`src/rtl/core/scp_pkg.sv`:
```
// ============================================================================
// scp_pkg
// shared types, character codes and status codes of the client-first parser
// ============================================================================
package scp_pkg;

    // default depth of the queue between classifier and parser
    localparam int SCP_FIFO_DEPTH = 4;

    // characters the parser looks for
    localparam logic [7:0] CH_NUL   = 8'h00;
    localparam logic [7:0] CH_COMMA = 8'h2C;
    localparam logic [7:0] CH_EQ    = 8'h3D;
    localparam logic [7:0] CH_TWO   = 8'h32;
    localparam logic [7:0] CH_THREE = 8'h33;
    localparam logic [7:0] CH_CAP_C = 8'h43;
    localparam logic [7:0] CH_CAP_D = 8'h44;
    localparam logic [7:0] CH_P     = 8'h70;
    localparam logic [7:0] CH_Y     = 8'h79;
    localparam logic [7:0] CH_N     = 8'h6E;
    localparam logic [7:0] CH_M     = 8'h6D;
    localparam logic [7:0] CH_R     = 8'h72;
    localparam logic [7:0] CH_A     = 8'h61;

    // escape decoding phases
    localparam logic [1:0] ESC_NONE  = 2'd0;
    localparam logic [1:0] ESC_EQ    = 2'd1;
    localparam logic [1:0] ESC_DIGIT = 2'd2;

    // error flag bit positions, lowest bit has highest priority
    localparam int F_CBIND_P   = 0;
    localparam int F_BAD_GS2   = 1;
    localparam int F_AZ_ESC    = 2;
    localparam int F_BAD_AZ    = 3;
    localparam int F_MEXT      = 4;
    localparam int F_BAD_USR   = 5;
    localparam int F_USR_ESC   = 6;
    localparam int F_BAD_NONCE = 7;

    // status codes
    localparam logic [3:0] ST_OK          = 4'd0;
    localparam logic [3:0] ST_NO_COMMA1   = 4'd1;
    localparam logic [3:0] ST_NO_COMMA2   = 4'd2;
    localparam logic [3:0] ST_NO_NONCE    = 4'd3;
    localparam logic [3:0] ST_CBIND_P     = 4'd4;
    localparam logic [3:0] ST_BAD_GS2     = 4'd5;
    localparam logic [3:0] ST_AZ_ESC      = 4'd6;
    localparam logic [3:0] ST_BAD_AZ      = 4'd7;
    localparam logic [3:0] ST_MEXT        = 4'd8;
    localparam logic [3:0] ST_BAD_USR     = 4'd9;
    localparam logic [3:0] ST_USR_ESC     = 4'd10;
    localparam logic [3:0] ST_BAD_NONCE   = 4'd11;

    // message section being parsed
    typedef enum logic [2:0] {
        SEC_FLAG  = 3'd0,
        SEC_AUTHZ = 3'd1,
        SEC_USER  = 3'd2,
        SEC_NONCE = 3'd3,
        SEC_EXT   = 3'd4
    } t_section;

    // character class of one byte, decided by the front end
    typedef struct packed {
        logic is_zero;
        logic is_comma;
        logic is_eq;
        logic is_two;
        logic is_three;
        logic is_cap_c;
        logic is_cap_d;
        logic is_p;
        logic is_y;
        logic is_n;
        logic is_m;
        logic is_r;
        logic is_a;
    } t_cls;

    // one queued item
    typedef struct packed {
        logic [7:0] data_byte;
        logic       last;
        t_cls       cls;
    } t_item;

    // one result item
    typedef struct packed {
        logic [7:0] raw_byte;
        logic       in_header;
        logic       in_bare;
        logic       name_valid;
        logic       name_kind;
        logic [7:0] name_char;
        logic       nonce_valid;
        logic       done_res;
        logic [3:0] status;
    } t_result;

endpackage

```
`src/rtl/core/scp_front.sv`:
```
// ============================================================================
// scp_front
// accepts message bytes and tags each with its character class
// ============================================================================
module scp_front
    import scp_pkg::*;
(
    input  logic       i_tvalid,
    input  logic [7:0] i_tdata,
    input  logic       i_tlast,
    input  logic       i_q_full,
    output logic       o_tready,
    output logic       o_push,
    output t_item      o_item
);

    assign o_tready = !i_q_full;
    assign o_push   = i_tvalid && !i_q_full;

    always_comb begin
        o_item              = '0;
        o_item.data_byte    = i_tdata;
        o_item.last         = i_tlast;
        o_item.cls.is_zero  = (i_tdata == CH_NUL);
        o_item.cls.is_comma = (i_tdata == CH_COMMA);
        o_item.cls.is_eq    = (i_tdata == CH_EQ);
        o_item.cls.is_two   = (i_tdata == CH_TWO);
        o_item.cls.is_three = (i_tdata == CH_THREE);
        o_item.cls.is_cap_c = (i_tdata == CH_CAP_C);
        o_item.cls.is_cap_d = (i_tdata == CH_CAP_D);
        o_item.cls.is_p     = (i_tdata == CH_P);
        o_item.cls.is_y     = (i_tdata == CH_Y);
        o_item.cls.is_n     = (i_tdata == CH_N);
        o_item.cls.is_m     = (i_tdata == CH_M);
        o_item.cls.is_r     = (i_tdata == CH_R);
        o_item.cls.is_a     = (i_tdata == CH_A);
    end

endmodule

```
`src/rtl/core/scp_fifo.sv`:
```
// ============================================================================
// scp_fifo
// short queue of classified items between front end and parser
// ============================================================================
module scp_fifo
    import scp_pkg::*;
#(
    parameter int DEPTH = SCP_FIFO_DEPTH
) (
    input  logic  i_clk,
    input  logic  i_rst_n,
    input  logic  i_push,
    input  t_item i_push_item,
    output logic  o_full,
    input  logic  i_pop,
    output logic  o_valid,
    output t_item o_head
);

    localparam int PTR_W = (DEPTH > 1) ? $clog2(DEPTH) : 1;
    localparam int CNT_W = $clog2(DEPTH + 1);

    t_item            r_mem [DEPTH];
    logic [PTR_W-1:0] r_wr_ptr, n_wr_ptr;
    logic [PTR_W-1:0] r_rd_ptr, n_rd_ptr;
    logic [CNT_W-1:0] r_count, n_count;
    logic             w_push, w_pop;

    assign o_full  = (r_count == CNT_W'(DEPTH));
    assign o_valid = (r_count != '0);
    assign o_head  = r_mem[r_rd_ptr];
    assign w_push  = i_push && !o_full;
    assign w_pop   = i_pop && o_valid;

    always_comb begin
        n_wr_ptr = r_wr_ptr;
        n_rd_ptr = r_rd_ptr;
        n_count  = r_count;
        if (w_push) begin
            n_wr_ptr = (r_wr_ptr == PTR_W'(DEPTH - 1)) ? '0 : r_wr_ptr + 1'b1;
        end
        if (w_pop) begin
            n_rd_ptr = (r_rd_ptr == PTR_W'(DEPTH - 1)) ? '0 : r_rd_ptr + 1'b1;
        end
        if (w_push && !w_pop) begin
            n_count = r_count + 1'b1;
        end else if (w_pop && !w_push) begin
            n_count = r_count - 1'b1;
        end
    end

    always_ff @(posedge i_clk) begin
        if (!i_rst_n) begin
            r_wr_ptr <= '0;
            r_rd_ptr <= '0;
            r_count  <= '0;
        end else begin
            r_wr_ptr <= n_wr_ptr;
            r_rd_ptr <= n_rd_ptr;
            r_count  <= n_count;
        end
    end

    always_ff @(posedge i_clk) begin
        if (w_push) begin
            r_mem[r_wr_ptr] <= i_push_item;
        end
    end

endmodule

```
`src/rtl/core/scp_back.sv`:
```
// ============================================================================
// scp_back
// parser state machine and output register, one queued item per cycle while the output is not stalled
// ============================================================================
module scp_back
    import scp_pkg::*;
(
    input  logic    i_clk,
    input  logic    i_rst_n,
    input  logic    i_q_valid,
    input  t_item   i_q_head,
    output logic    o_q_pop,
    output logic    o_tvalid,
    input  logic    i_tready,
    output t_result o_res
);

    t_section   r_section, n_section, w_sec_adv;
    logic [1:0] r_fp, n_fp;
    logic [1:0] r_esc, n_esc;
    logic       r_e3, n_e3;
    logic [1:0] r_comma, n_comma;
    logic [7:0] r_flags, n_flags;
    logic       r_ended, n_ended;
    logic       r_out_valid, n_out_valid;
    t_result    r_res, w_res;
    logic       w_pop;
    logic       w_dec_en;
    logic [7:0] w_dec_bit;
    t_cls       w_cls;

    // close a field on comma, zero byte or last byte
    function automatic logic [7:0] f_end_field(t_section sec, logic [1:0] fp,
                                               logic [1:0] esc, logic [7:0] fl);
        logic [7:0] res;
        res = fl;
        case (sec)
            SEC_FLAG: begin
                if (fp == 2'd0) res[F_BAD_GS2] = 1'b1;
            end
            SEC_AUTHZ: begin
                if (fp == 2'd1) res[F_BAD_AZ] = 1'b1;
                if (fp == 2'd2 && esc != ESC_NONE && !fl[F_BAD_AZ] && !fl[F_AZ_ESC] &&
                    fp != 2'd1) begin
                    res[F_AZ_ESC] = 1'b1;
                end
            end
            SEC_USER: begin
                if (fp != 2'd2) begin
                    res[F_BAD_USR] = 1'b1;
                end else if (esc != ESC_NONE && !fl[F_MEXT] && !fl[F_BAD_USR] &&
                             !fl[F_USR_ESC]) begin
                    res[F_USR_ESC] = 1'b1;
                end
            end
            SEC_NONCE: begin
                if (fp != 2'd2) res[F_BAD_NONCE] = 1'b1;
            end
            default: ;
        endcase
        return res;
    endfunction

    // comma structure first, then the lowest error flag
    function automatic logic [3:0] f_status(logic [1:0] cc, logic [7:0] fl);
        logic [3:0] st;
        st = ST_OK;
        for (int i = 7; i >= 0; i--) begin
            if (fl[i]) st = ST_CBIND_P + 4'(i);
        end
        case (cc)
            2'd0:    st = ST_NO_COMMA1;
            2'd1:    st = ST_NO_COMMA2;
            2'd2:    st = ST_NO_NONCE;
            default: ;
        endcase
        return st;
    endfunction

    assign w_pop    = i_q_valid && (!r_out_valid || i_tready);
    assign o_q_pop  = w_pop;
    assign o_tvalid = r_out_valid;
    assign o_res    = r_res;
    assign w_cls    = i_q_head.cls;

    // next section
    always_comb begin
        w_sec_adv = r_section;
        if (w_pop && !r_ended && !w_cls.is_zero && w_cls.is_comma) begin
            case (r_section)
                SEC_FLAG:  w_sec_adv = SEC_AUTHZ;
                SEC_AUTHZ: w_sec_adv = SEC_USER;
                SEC_USER:  w_sec_adv = SEC_NONCE;
                default:   w_sec_adv = SEC_EXT;
            endcase
        end
        n_section = (w_pop && i_q_head.last) ? SEC_FLAG : w_sec_adv;
    end

    // field checks, name decoding and result
    always_comb begin
        n_fp      = r_fp;
        n_esc     = r_esc;
        n_e3      = r_e3;
        n_comma   = r_comma;
        n_flags   = r_flags;
        n_ended   = r_ended;
        w_dec_en  = 1'b0;
        w_dec_bit = '0;
        w_res     = '0;
        w_res.raw_byte = i_q_head.data_byte;
        if (w_pop) begin
            if (!r_ended) begin
                if (w_cls.is_zero) begin
                    n_flags = f_end_field(r_section, r_fp, r_esc, r_flags);
                    n_ended = 1'b1;
                end else begin
                    w_res.in_header = (r_section == SEC_FLAG) || (r_section == SEC_AUTHZ);
                    w_res.in_bare   = !w_res.in_header;
                    if (w_cls.is_comma) begin
                        n_flags = f_end_field(r_section, r_fp, r_esc, r_flags);
                        if (r_comma != 2'd3) n_comma = r_comma + 1'b1;
                        n_fp  = '0;
                        n_esc = ESC_NONE;
                        n_e3  = 1'b0;
                    end else begin
                        case (r_section)
                            SEC_FLAG: begin
                                if (r_fp == 2'd0) begin
                                    if (w_cls.is_p) begin
                                        n_flags[F_CBIND_P] = 1'b1;
                                    end else if (!w_cls.is_y && !w_cls.is_n) begin
                                        n_flags[F_BAD_GS2] = 1'b1;
                                    end
                                end
                            end
                            SEC_AUTHZ: begin
                                if (r_fp == 2'd0) begin
                                    if (!w_cls.is_a) n_flags[F_BAD_AZ] = 1'b1;
                                end else if (r_fp == 2'd1) begin
                                    if (!w_cls.is_eq) n_flags[F_BAD_AZ] = 1'b1;
                                end else begin
                                    w_dec_en  = !r_flags[F_BAD_AZ] && !r_flags[F_AZ_ESC];
                                    w_dec_bit[F_AZ_ESC] = 1'b1;
                                end
                            end
                            SEC_USER: begin
                                if (r_fp == 2'd0) begin
                                    if (w_cls.is_m) begin
                                        n_flags[F_MEXT] = 1'b1;
                                    end else if (!w_cls.is_n) begin
                                        n_flags[F_BAD_USR] = 1'b1;
                                    end
                                end else if (r_fp == 2'd1) begin
                                    if (!w_cls.is_eq) n_flags[F_BAD_USR] = 1'b1;
                                end else begin
                                    w_dec_en  = !r_flags[F_MEXT] && !r_flags[F_BAD_USR] &&
                                                !r_flags[F_USR_ESC];
                                    w_dec_bit[F_USR_ESC] = 1'b1;
                                end
                            end
                            SEC_NONCE: begin
                                if (r_fp == 2'd0) begin
                                    if (!w_cls.is_r) n_flags[F_BAD_NONCE] = 1'b1;
                                end else if (r_fp == 2'd1) begin
                                    if (!w_cls.is_eq) n_flags[F_BAD_NONCE] = 1'b1;
                                end else begin
                                    w_res.nonce_valid = !r_flags[F_BAD_NONCE];
                                end
                            end
                            default: ;
                        endcase
                        // escape decoding shared by authzid and username
                        if (w_dec_en) begin
                            case (r_esc)
                                ESC_NONE: begin
                                    if (w_cls.is_eq) begin
                                        n_esc = ESC_EQ;
                                    end else begin
                                        w_res.name_valid = 1'b1;
                                        w_res.name_char  = i_q_head.data_byte;
                                    end
                                end
                                ESC_EQ: begin
                                    if (w_cls.is_two || w_cls.is_three) begin
                                        n_e3  = w_cls.is_three;
                                        n_esc = ESC_DIGIT;
                                    end else begin
                                        n_flags = n_flags | w_dec_bit;
                                        n_esc   = ESC_NONE;
                                    end
                                end
                                default: begin
                                    n_esc = ESC_NONE;
                                    if (!r_e3 && w_cls.is_cap_c) begin
                                        w_res.name_valid = 1'b1;
                                        w_res.name_char  = CH_COMMA;
                                    end else if (r_e3 && w_cls.is_cap_d) begin
                                        w_res.name_valid = 1'b1;
                                        w_res.name_char  = CH_EQ;
                                    end else begin
                                        n_flags = n_flags | w_dec_bit;
                                    end
                                end
                            endcase
                            w_res.name_kind = w_res.name_valid && (r_section == SEC_USER);
                        end
                        if (r_fp != 2'd2) n_fp = r_fp + 1'b1;
                    end
                    if (i_q_head.last) begin
                        n_flags = f_end_field(w_sec_adv, n_fp, n_esc, n_flags);
                    end
                end
            end
            if (i_q_head.last) begin
                w_res.done_res = 1'b1;
                w_res.status   = f_status(n_comma, n_flags);
                n_fp    = '0;
                n_esc   = ESC_NONE;
                n_e3    = 1'b0;
                n_comma = '0;
                n_flags = '0;
                n_ended = 1'b0;
            end
        end
    end

    always_comb begin
        n_out_valid = r_out_valid;
        if (w_pop) begin
            n_out_valid = 1'b1;
        end else if (i_tready) begin
            n_out_valid = 1'b0;
        end
    end

    always_ff @(posedge i_clk) begin
        if (!i_rst_n) begin
            r_section   <= SEC_FLAG;
            r_fp        <= '0;
            r_esc       <= ESC_NONE;
            r_e3        <= 1'b0;
            r_comma     <= '0;
            r_flags     <= '0;
            r_ended     <= 1'b0;
            r_out_valid <= 1'b0;
        end else begin
            r_section   <= n_section;
            r_fp        <= n_fp;
            r_esc       <= n_esc;
            r_e3        <= n_e3;
            r_comma     <= n_comma;
            r_flags     <= n_flags;
            r_ended     <= n_ended;
            r_out_valid <= n_out_valid;
        end
    end

    always_ff @(posedge i_clk) begin
        if (w_pop) begin
            r_res <= w_res;
        end
    end

    // a message end leaves the parser at its start state
    a_last_clears: assert property (@(posedge i_clk) disable iff (!i_rst_n)
        w_pop && i_q_head.last |=> r_section == SEC_FLAG && r_comma == 2'd0 &&
                                   r_flags == 8'd0 && !r_ended)
        else $error("parser state not cleared after last item");

    // status only on the closing item
    a_status_on_done: assert property (@(posedge i_clk) disable iff (!i_rst_n)
        r_out_valid && !r_res.done_res |-> r_res.status == ST_OK)
        else $error("status set on an item that is not last");

    // header and bare tags exclude each other, as do name and nonce tags
    a_tags_exclusive: assert property (@(posedge i_clk) disable iff (!i_rst_n)
        r_out_valid |-> !(r_res.name_valid && r_res.nonce_valid) &&
                        !(r_res.in_header && r_res.in_bare))
        else $error("conflicting tags on one item");

endmodule

```
`src/rtl/core/scram_client_first_parser.sv`:
```
// ============================================================================
// scram_client_first_parser
// streaming parser of a client-first message, tags and decodes every byte
// ============================================================================
//
//  channel   direction  tdata                        tuser            tlast
//  s_axis    in         data_byte                    -                last byte of message
//  m_axis    out        raw_byte, name_char, status  byte tags        done_res
//
//  one item per cycle sustained while the output is not stalled; an accepted
//  item passes the queue write, then the parser and output register, before it leaves
//  throughput is set by the single parser step, one queued item per cycle unless stalled
//  synchronous active-low reset empties the queue and restarts the parse
//  a stalled output holds the result while the queue keeps taking items
//  until it fills; s_axis_tready depends only on the queue fill
//
module scram_client_first_parser
    import scp_pkg::*;
#(
    parameter int FIFO_DEPTH = SCP_FIFO_DEPTH
) (
    input  logic        i_clk,
    input  logic        i_rst_n,
    input  logic        s_axis_tvalid,
    output logic        s_axis_tready,
    input  logic [7:0]  s_axis_tdata,   // [7:0] data_byte
    input  logic        s_axis_tlast,
    output logic        m_axis_tvalid,
    input  logic        m_axis_tready,
    output logic [23:0] m_axis_tdata,   // [7:0] raw_byte, [15:8] name_char,
                                        // [19:16] status, [23:20] zero
    output logic [7:0]  m_axis_tuser,   // [0] in_header, [1] in_bare, [2] name_valid,
                                        // [3] name_kind, [4] nonce_valid, [7:5] zero
    output logic        m_axis_tlast    // done_res
);

    logic    w_push;
    t_item   w_push_item;
    logic    w_q_full;
    logic    w_q_valid;
    logic    w_q_pop;
    t_item   w_q_head;
    t_result w_res;

    // front end: byte intake and character classes
    scp_front u_front (
        .i_tvalid (s_axis_tvalid),
        .i_tdata  (s_axis_tdata),
        .i_tlast  (s_axis_tlast),
        .i_q_full (w_q_full),
        .o_tready (s_axis_tready),
        .o_push   (w_push),
        .o_item   (w_push_item)
    );

    // decoupling queue
    scp_fifo #(
        .DEPTH (FIFO_DEPTH)
    ) u_fifo (
        .i_clk       (i_clk),
        .i_rst_n     (i_rst_n),
        .i_push      (w_push),
        .i_push_item (w_push_item),
        .o_full      (w_q_full),
        .i_pop       (w_q_pop),
        .o_valid     (w_q_valid),
        .o_head      (w_q_head)
    );

    // back end: section tracking, checks, unescaping, output register
    scp_back u_back (
        .i_clk     (i_clk),
        .i_rst_n   (i_rst_n),
        .i_q_valid (w_q_valid),
        .i_q_head  (w_q_head),
        .o_q_pop   (w_q_pop),
        .o_tvalid  (m_axis_tvalid),
        .i_tready  (m_axis_tready),
        .o_res     (w_res)
    );

    // pack result fields, lowest field first
    assign m_axis_tdata = {4'd0, w_res.status, w_res.name_char, w_res.raw_byte};
    assign m_axis_tuser = {3'd0, w_res.nonce_valid, w_res.name_kind, w_res.name_valid,
                           w_res.in_bare, w_res.in_header};
    assign m_axis_tlast = w_res.done_res;

endmodule

```
`config.mk`:
```
export PLATFORM = sky130hd
export DESIGN_NAME = scram_client_first_parser
export DESIGN_NICKNAME = d
export VERILOG_FILES = /design/src/rtl/core/scp_pkg.sv /design/src/rtl/core/scp_front.sv /design/src/rtl/core/scp_fifo.sv /design/src/rtl/core/scp_back.sv /design/src/rtl/core/scram_client_first_parser.sv
export SDC_FILE = /design/constraint.sdc
export NUM_CORES = 1
export LEC_CHECK = 0
export ABC_CLOCK_PERIOD_IN_PS = 3010
export BUFFER_PORTS_ARGS = -buffer_cell sky130_fd_sc_hd__buf_2
export CAP_MARGIN = 20
export CORE_MARGIN = 3
export CORE_UTILIZATION = 45
export CTS_CLUSTER_DIAMETER = 120
export DETAILED_ROUTE_END_ITERATION = 16
export PLACE_DENSITY = 0.67
export RECOVER_POWER = 50
export SETUP_SLACK_MARGIN = 0.2
export SLEW_MARGIN = 10
export SYNTH_ARGS = -nofsm -noshare
export SYNTH_HDL_FRONTEND = slang
export SYNTH_SLANG_ARGS = --single-unit
```
`constraint.sdc`:
```
create_clock -name i_clk -period 3.01 [get_ports i_clk]
set_clock_uncertainty 0.05 [all_clocks]
set_input_delay 0.602 -clock i_clk [delete_from_list [all_inputs] [get_ports i_clk]]
set_output_delay 0.602 -clock i_clk [all_outputs]
set_load 0.02 [all_outputs]
```
Word-level counts from Yosys, hierarchy flattened
Memory sizes are Yosys's and may differ from the RTL's. A register that Yosys moved wholly into a read port is not among the register bits.
Index checks and enable logic that the tools add are counted.
{ "totals": {"ff_bits": 53, "ramBits": 88, "in_bits": 13, "out_inout_bits": 35, "wordCells": 308, "n_memories": 1} }
{ "memory_table": {"columns": ["memory", "words", "width", "read_ports", "rd_ports_with_merged_regs", "write_ports", "line", "rtl"], "rows": [
  ["u_fifo.r_mem", 4, 22, 1, 1, 1, "scp_fifo.sv:23", "t_item r_mem [DEPTH];"]
]} }
{ "classes": {"addsub": 6, "eq_ne": 35, "mux": 166, "bitwise": 4, "reduce_logical": 76} }
{ "op_table": {"columns": ["op", "count"], "rows": [
  ["8-bit two-way mux", 15],
  ["1-bit two-way mux", 88],
  ["2-bit two-way mux", 43],
  ["8-bit by 7-bit == test with 1-bit output, second input constant", 8],
  ["8-bit by 6-bit == test with 1-bit output, second input constant", 4],
  ["4-bit two-way mux", 8],
  ["8-bit one-hot mux with 2 select lines", 2],
  ["1-bit logical AND", 31],
  ["1-bit logical NOT", 21],
  ["3-bit by 2-bit == test with 1-bit output, second input constant", 4],
  ["4-bit one-hot mux with 3 select lines", 1],
  ["3-bit nonzero test", 4],
  ["2-bit == test, second input constant", 5],
  ["3-bit two-way mux", 3],
  ["3-bit one-hot mux with 3 select lines", 1],
  ["2-bit by 1-bit adder with 2-bit output, second input constant", 4],
  ["2-bit by 1-bit == test with 1-bit output, second input constant", 4],
  ["2-bit logical NOT", 4],
  ["8-bit logical NOT", 1],
  ["2-bit by 1-bit inequality test with 1-bit output, second input constant", 4],
  ["8-bit by 7-bit OR with 8-bit output", 1],
  ["2-bit nonzero test", 4],
  ["3-bit by 1-bit == test with 1-bit output, second input constant", 2],
  ["3-bit logical NOT", 2],
  ["15 further kinds", 23]
]} }

Depth between registers and ports, before layout
{ "depth": {"ltp_word": 40, "depth_mapped": 10, "depth_no_buf": 10} }

Hierarchy
A second synthesis with hierarchy kept.
{ "unflattened": {"cells_unflattened": 462, "area_unflattened_um2": 6421.2} }
{ "modules_own_cells": {"columns": ["mod", "instances", "cells_per_inst", "area_each_um2", "seq_area_each_um2"], "rows": [
  ["scp_fifo", 1, 165, 3657.3, 2822.7],
  ["scp_back", 1, 251, 2436.1, 1181.1],
  ["scp_front", 1, 38, 271.5, 0.0],
  ["scram_client_first_parser", 1, 8, 56.3, 0.0]
]} }

Worst setup path before layout
Ideal clock, no wire load.
{ "synth_path": {"path_type": "register -> register", "startpoint": "register (tool-made name)", "endpoint": "register u_back.r_res (netlist bit u_back.o_res[1]) (data pin)", "setup_ns": 0.170, "arrival_time_ns": 2.442, "required_time_ns": 2.790, "setup_slack_ns": 0.348, "path_stages_with_launch": 9, "path_buffers": 1, "synth_period_minus_slack_ns": 2.662, "cell_sequence": "dfxtp_1 > buf_6 > mux4_2 > nor3b_4 > nand3_2 > a2111oi_2 > a21oi_1 > a211o_1 > a311oi_2"} }
{ "synth_rtl": {"columns": ["item", "line", "rtl"], "rows": [
  ["end signal: assignment", "scp_back.sv:261", "r_res <= w_res;"],
  ["end: declaration", "scp_back.sv:26", "t_result r_res, w_res;"]
]} }

==> flow_summary.yaml <==
cts:
  path_clk_slew_ns: 0.06
  htreeDepth: 4
  cts_root_buffer: "clkbuf_16"
  cts_tree: "built"
  cts_num_sinks: 143
  cts_buffers: 17
  cts.path.max_buffers: 2
  ctsHoldBuffers: 0
  clock_latency_ns: 0.43
sta:
  final-hold-violation-count: 0
  fmax_ghz: 0.3565
  period_needed_ns: 2.805
  relSlewSlack_pct: 5.425
  worstMarginPinSlew_ns: 1.419
  fin_crit_sh_pct: 93.18
  rsz0062_at_grt: "true"
  tns_ns: 0
  finalMaxSlewViolations: 0
  worst_slack_ns: 0.2053
  final-setup-viol-count: 0
global_route:
  grt_pass1_wl_um: 23190
  antenna_found_initial: 0
  grt_max_degree: 23
  grt_pass1_vias: 4291
  grt_usage_pct: 19.08
  grt-ovfl-total: 0
yosys:
  synth_edf_count: 114
  synthArstFlopShare_pct: 0
  netlist_area_mm2: 0.006436
  yosys_warnings: 0
  synth_ff_type: "edfxtp_1"
  ys_types: 64
  syn_avg_cell_area_um2: 13.41
  ys_seq_area_share_pct: 62.21
  ys_ff_latch: 143
  synthCells: 480
placed_design:
  dp_hpwl_um: 10440
  placed_cell_area_mm2: 0.007054
  port_buffers: 40
  post-place-ws_ns: 0.007160
  gp_congestion: 0.9838
setup_path:
  reg2reg_to: "u_back.o_res[0]$_SDFFCE_PN0P_"
  worstRegToRegCells: 10
  end_kind: "flop"
  crit_path_start_kind: "flop"
  path_max_fanout: 5
  crit_type: "flop to flop"
  r2r_setup_slack_ns: 0.21
  crit_arrival_ns: 3.00
  cp.required_ns: 3.21
detailed_routing:
  drc: 0
  viasPerCell: 5.719
  antenna_left: 0
  routedWlPerCell_um: 19.54
  vias: 4432
  drtPass1Iterations: 5
  wirelength_um: 15140
  initialDrtViolationCount: 324
hold_path:
  min_path_cells: 1
  hold_path_class: "input port to flop"
  min-delay-start: "s_axis_tlast"
  worstHoldEndpoint: "u_fifo.r_mem[1][13]$_DFFE_PP_"
run_status:
  run_status: "finished, final reports clean"
layout:
  antennaDiodeCount: 0
  nNetsFinal: 607
  layout-drive-gt1-share_pct: 31.09
  syn_to_final_growth_pct: 25.12
  design_area_mm2: 0.008053
die:
  fp.dieH_um: 125.6
  io_pins: 48
  die_area_mm2: 0.01577
  die_w_um: 125.6
  core_mm2: 0.01393
  start_util_pct: 46.19
  num_rows: 43
pwr:
  power.leakage_nw: 2.814
  fin_total_pwr_mw: 8.114
  p_per_area_mw_per_mm2: 1008
  ir_worst_vdd_mv: 0.5362
run:
  maxCapViolations: 0
cells in the mapped netlist, types with 5 or more instances:
cell      number  area share (%)
and3_1         6            0.58
nand2_1       24             1.4
nand4_1        5            0.49
nor4_1         6            0.58
nor2b_1       13             1.3
mux4_2        18             6.3
inv_1         17            0.99
a21oi_1       12            0.93
and2_1         7            0.68
o31ai_1        5            0.58
a21boi_0       7            0.82
o21a_1         5            0.58
nand3_1       11            0.86
clkbuf_1      10            0.58
nor2_1        42             2.4
buf_4          7            0.82
o21ai_0       15             1.2
edfxtp_1     114              53
a31oi_1        5            0.49
nor4b_1        5            0.68
dfxtp_1       29             9.0
nand2b_1       7            0.68
nor3_1        20             1.6
nand3b_1       5            0.58
ha_1          11             2.1
buf_2          6            0.47
cells in the final DEF (no fill, tap or decap), drive strengths merged, types with 3 or more instances in the layout:
| cell | synthesis | layout |
|---|---|---|
| mux2i | 3 | 3 |
| nor3b | 5 | 5 |
| edfxtp | 114 | 114 |
| or4 | 3 | 3 |
| and2 | 7 | 7 |
| nor3 | 20 | 20 |
| a41oi | 4 | 4 |
| a21boi | 7 | 7 |
| o311ai | 3 | 3 |
| nor4 | 6 | 6 |
| nand4 | 5 | 5 |
| dfxtp | 29 | 29 |
| clkbuf | 10 | 35 |
| nor2b | 13 | 13 |
| inv | 18 | 25 |
| nand3 | 12 | 12 |
| nor4b | 5 | 5 |
| a211oi | 4 | 4 |
| and3 | 6 | 6 |
| nand3b | 5 | 5 |
| nand2 | 24 | 24 |
| o21ai | 15 | 15 |
| o31ai | 5 | 5 |
| a31oi | 5 | 5 |
| buf | 17 | 86 |
| a22oi | 4 | 4 |
| mux4 | 21 | 21 |
| a21o | 4 | 4 |
| nor2 | 43 | 43 |
| bufinv | 0 | 4 |
| nand2b | 7 | 7 |
| a21oi | 12 | 12 |
| conb | 1 | 7 |
| o21a | 5 | 5 |
| ha | 11 | 11 |
report_power, final:
part,internal (mW),switching (mW)
Combinational,1.31,1.80
Sequential,2.56,0.160
Clock,1.42,0.864
Total,5.29,2.82
state kept, by name, indices dropped and copies added (netlist names), named ones only:
| name | flops |
|---|---|
| u_back.o_res | 26 |
| u_back.o_tvalid | 1 |
| u_back.r_comma | 2 |
| u_back.r_e3 | 1 |
| u_back.r_ended | 1 |
| u_back.r_esc | 2 |
| u_back.r_flags | 8 |
| u_back.r_fp | 2 |
| u_back.r_section | 3 |
| u_fifo.r_count | 3 |
| u_fifo.r_mem | 88 |
| u_fifo.r_rd_ptr | 2 |
| u_fifo.r_wr_ptr | 2 |
routing by layer:
| metal | vias to the layer above | wire length (um) | global-route usage, % |
|---|---|---|---|
| li1 | 2041 | - | - |
| met1 | 2225 | 6442 | 24.38 |
| met2 | 139 | 7668 | 31.40 |
| met3 | 27 | 669 | 5.297 |
| met4 | 0 | 361 | 6.696 |
| met5 | - | 0 | 0 |
cell type report:
type	instances	area [um2]
fillers	1131	5882
flip-flops and latches	143	4015
multi-input cells	298	2401
repair buffers	104	694.4
clock buffers	17	425.4
well taps	180	225.2
clock inverters	15	221.5
inverters	18	70.07
worst max path at each step:
stage                                start                       endpoint  cells past startpoint
2_1_floorplan                         flop  u_back.o_res[1]$_SDFFCE_PN0P_                      8
3_3_place_gp                          flop  u_back.o_res[0]$_SDFFCE_PN0P_                      9
3_5_place_dp   u_back.r_fp[0]$_SDFFE_PN0P_  u_back.o_res[0]$_SDFFCE_PN0P_                     10
4_1_cts                               flop  u_back.o_res[1]$_SDFFCE_PN0P_                     12
5_1_grt                               flop  u_back.o_res[1]$_SDFFCE_PN0P_                     12
6_report                              flop  u_back.o_res[0]$_SDFFCE_PN0P_                     10
kinds of logic after synthesis:
group | Yosys count | share of synthesized area (%)
AO/OA/AOI/OAI | 81 | 8.962
XOR/XNOR | 4 | 0.5444
adder cells (fa/ha/maj) | 12 | 2.449
buffers and inverters | 45 | 3.383
flip-flops | 143 | 62.21
multiplexers | 26 | 8.340
other | 1 | 0.05826
AND/OR/NAND/NOR | 168 | 14.06
through the flow:
step | util (%) | std cells | hold WS (ns)
floorplan | - | 486 | 0.4006
finish | 57.79 | 775 | 0.3935
global placement | 50.62 | 720 | 0.4125
CTS | 56.24 | 760 | 0.3253
global route | 57.79 | 775 | 0.4095
detailed placement | 50.62 | 720 | 0.4239
timing repair:
item | 4_1_cts | 5_1_grt
resized for setup | 20 | 36
setup endpoints to repair | 5 | 5
cloned | 0 | 1
pin swaps | 8 | 20
setup buffers | 8 | 14
worst max-delay path, stage by stage, from the launching register on:
cell and delay (ns):
dfxtp_4 0.37, buf_12 0.11, mux4_2 0.58, buf_4 0.19, nand3b_1 0.22, nor4_2 0.41
o311ai_2 0.15, nand2b_1 0.17, buf_6 0.13, a211oi_4 0.03, o31ai_2 0.21
No activity file was read; power rests on OpenSTA's default activity.
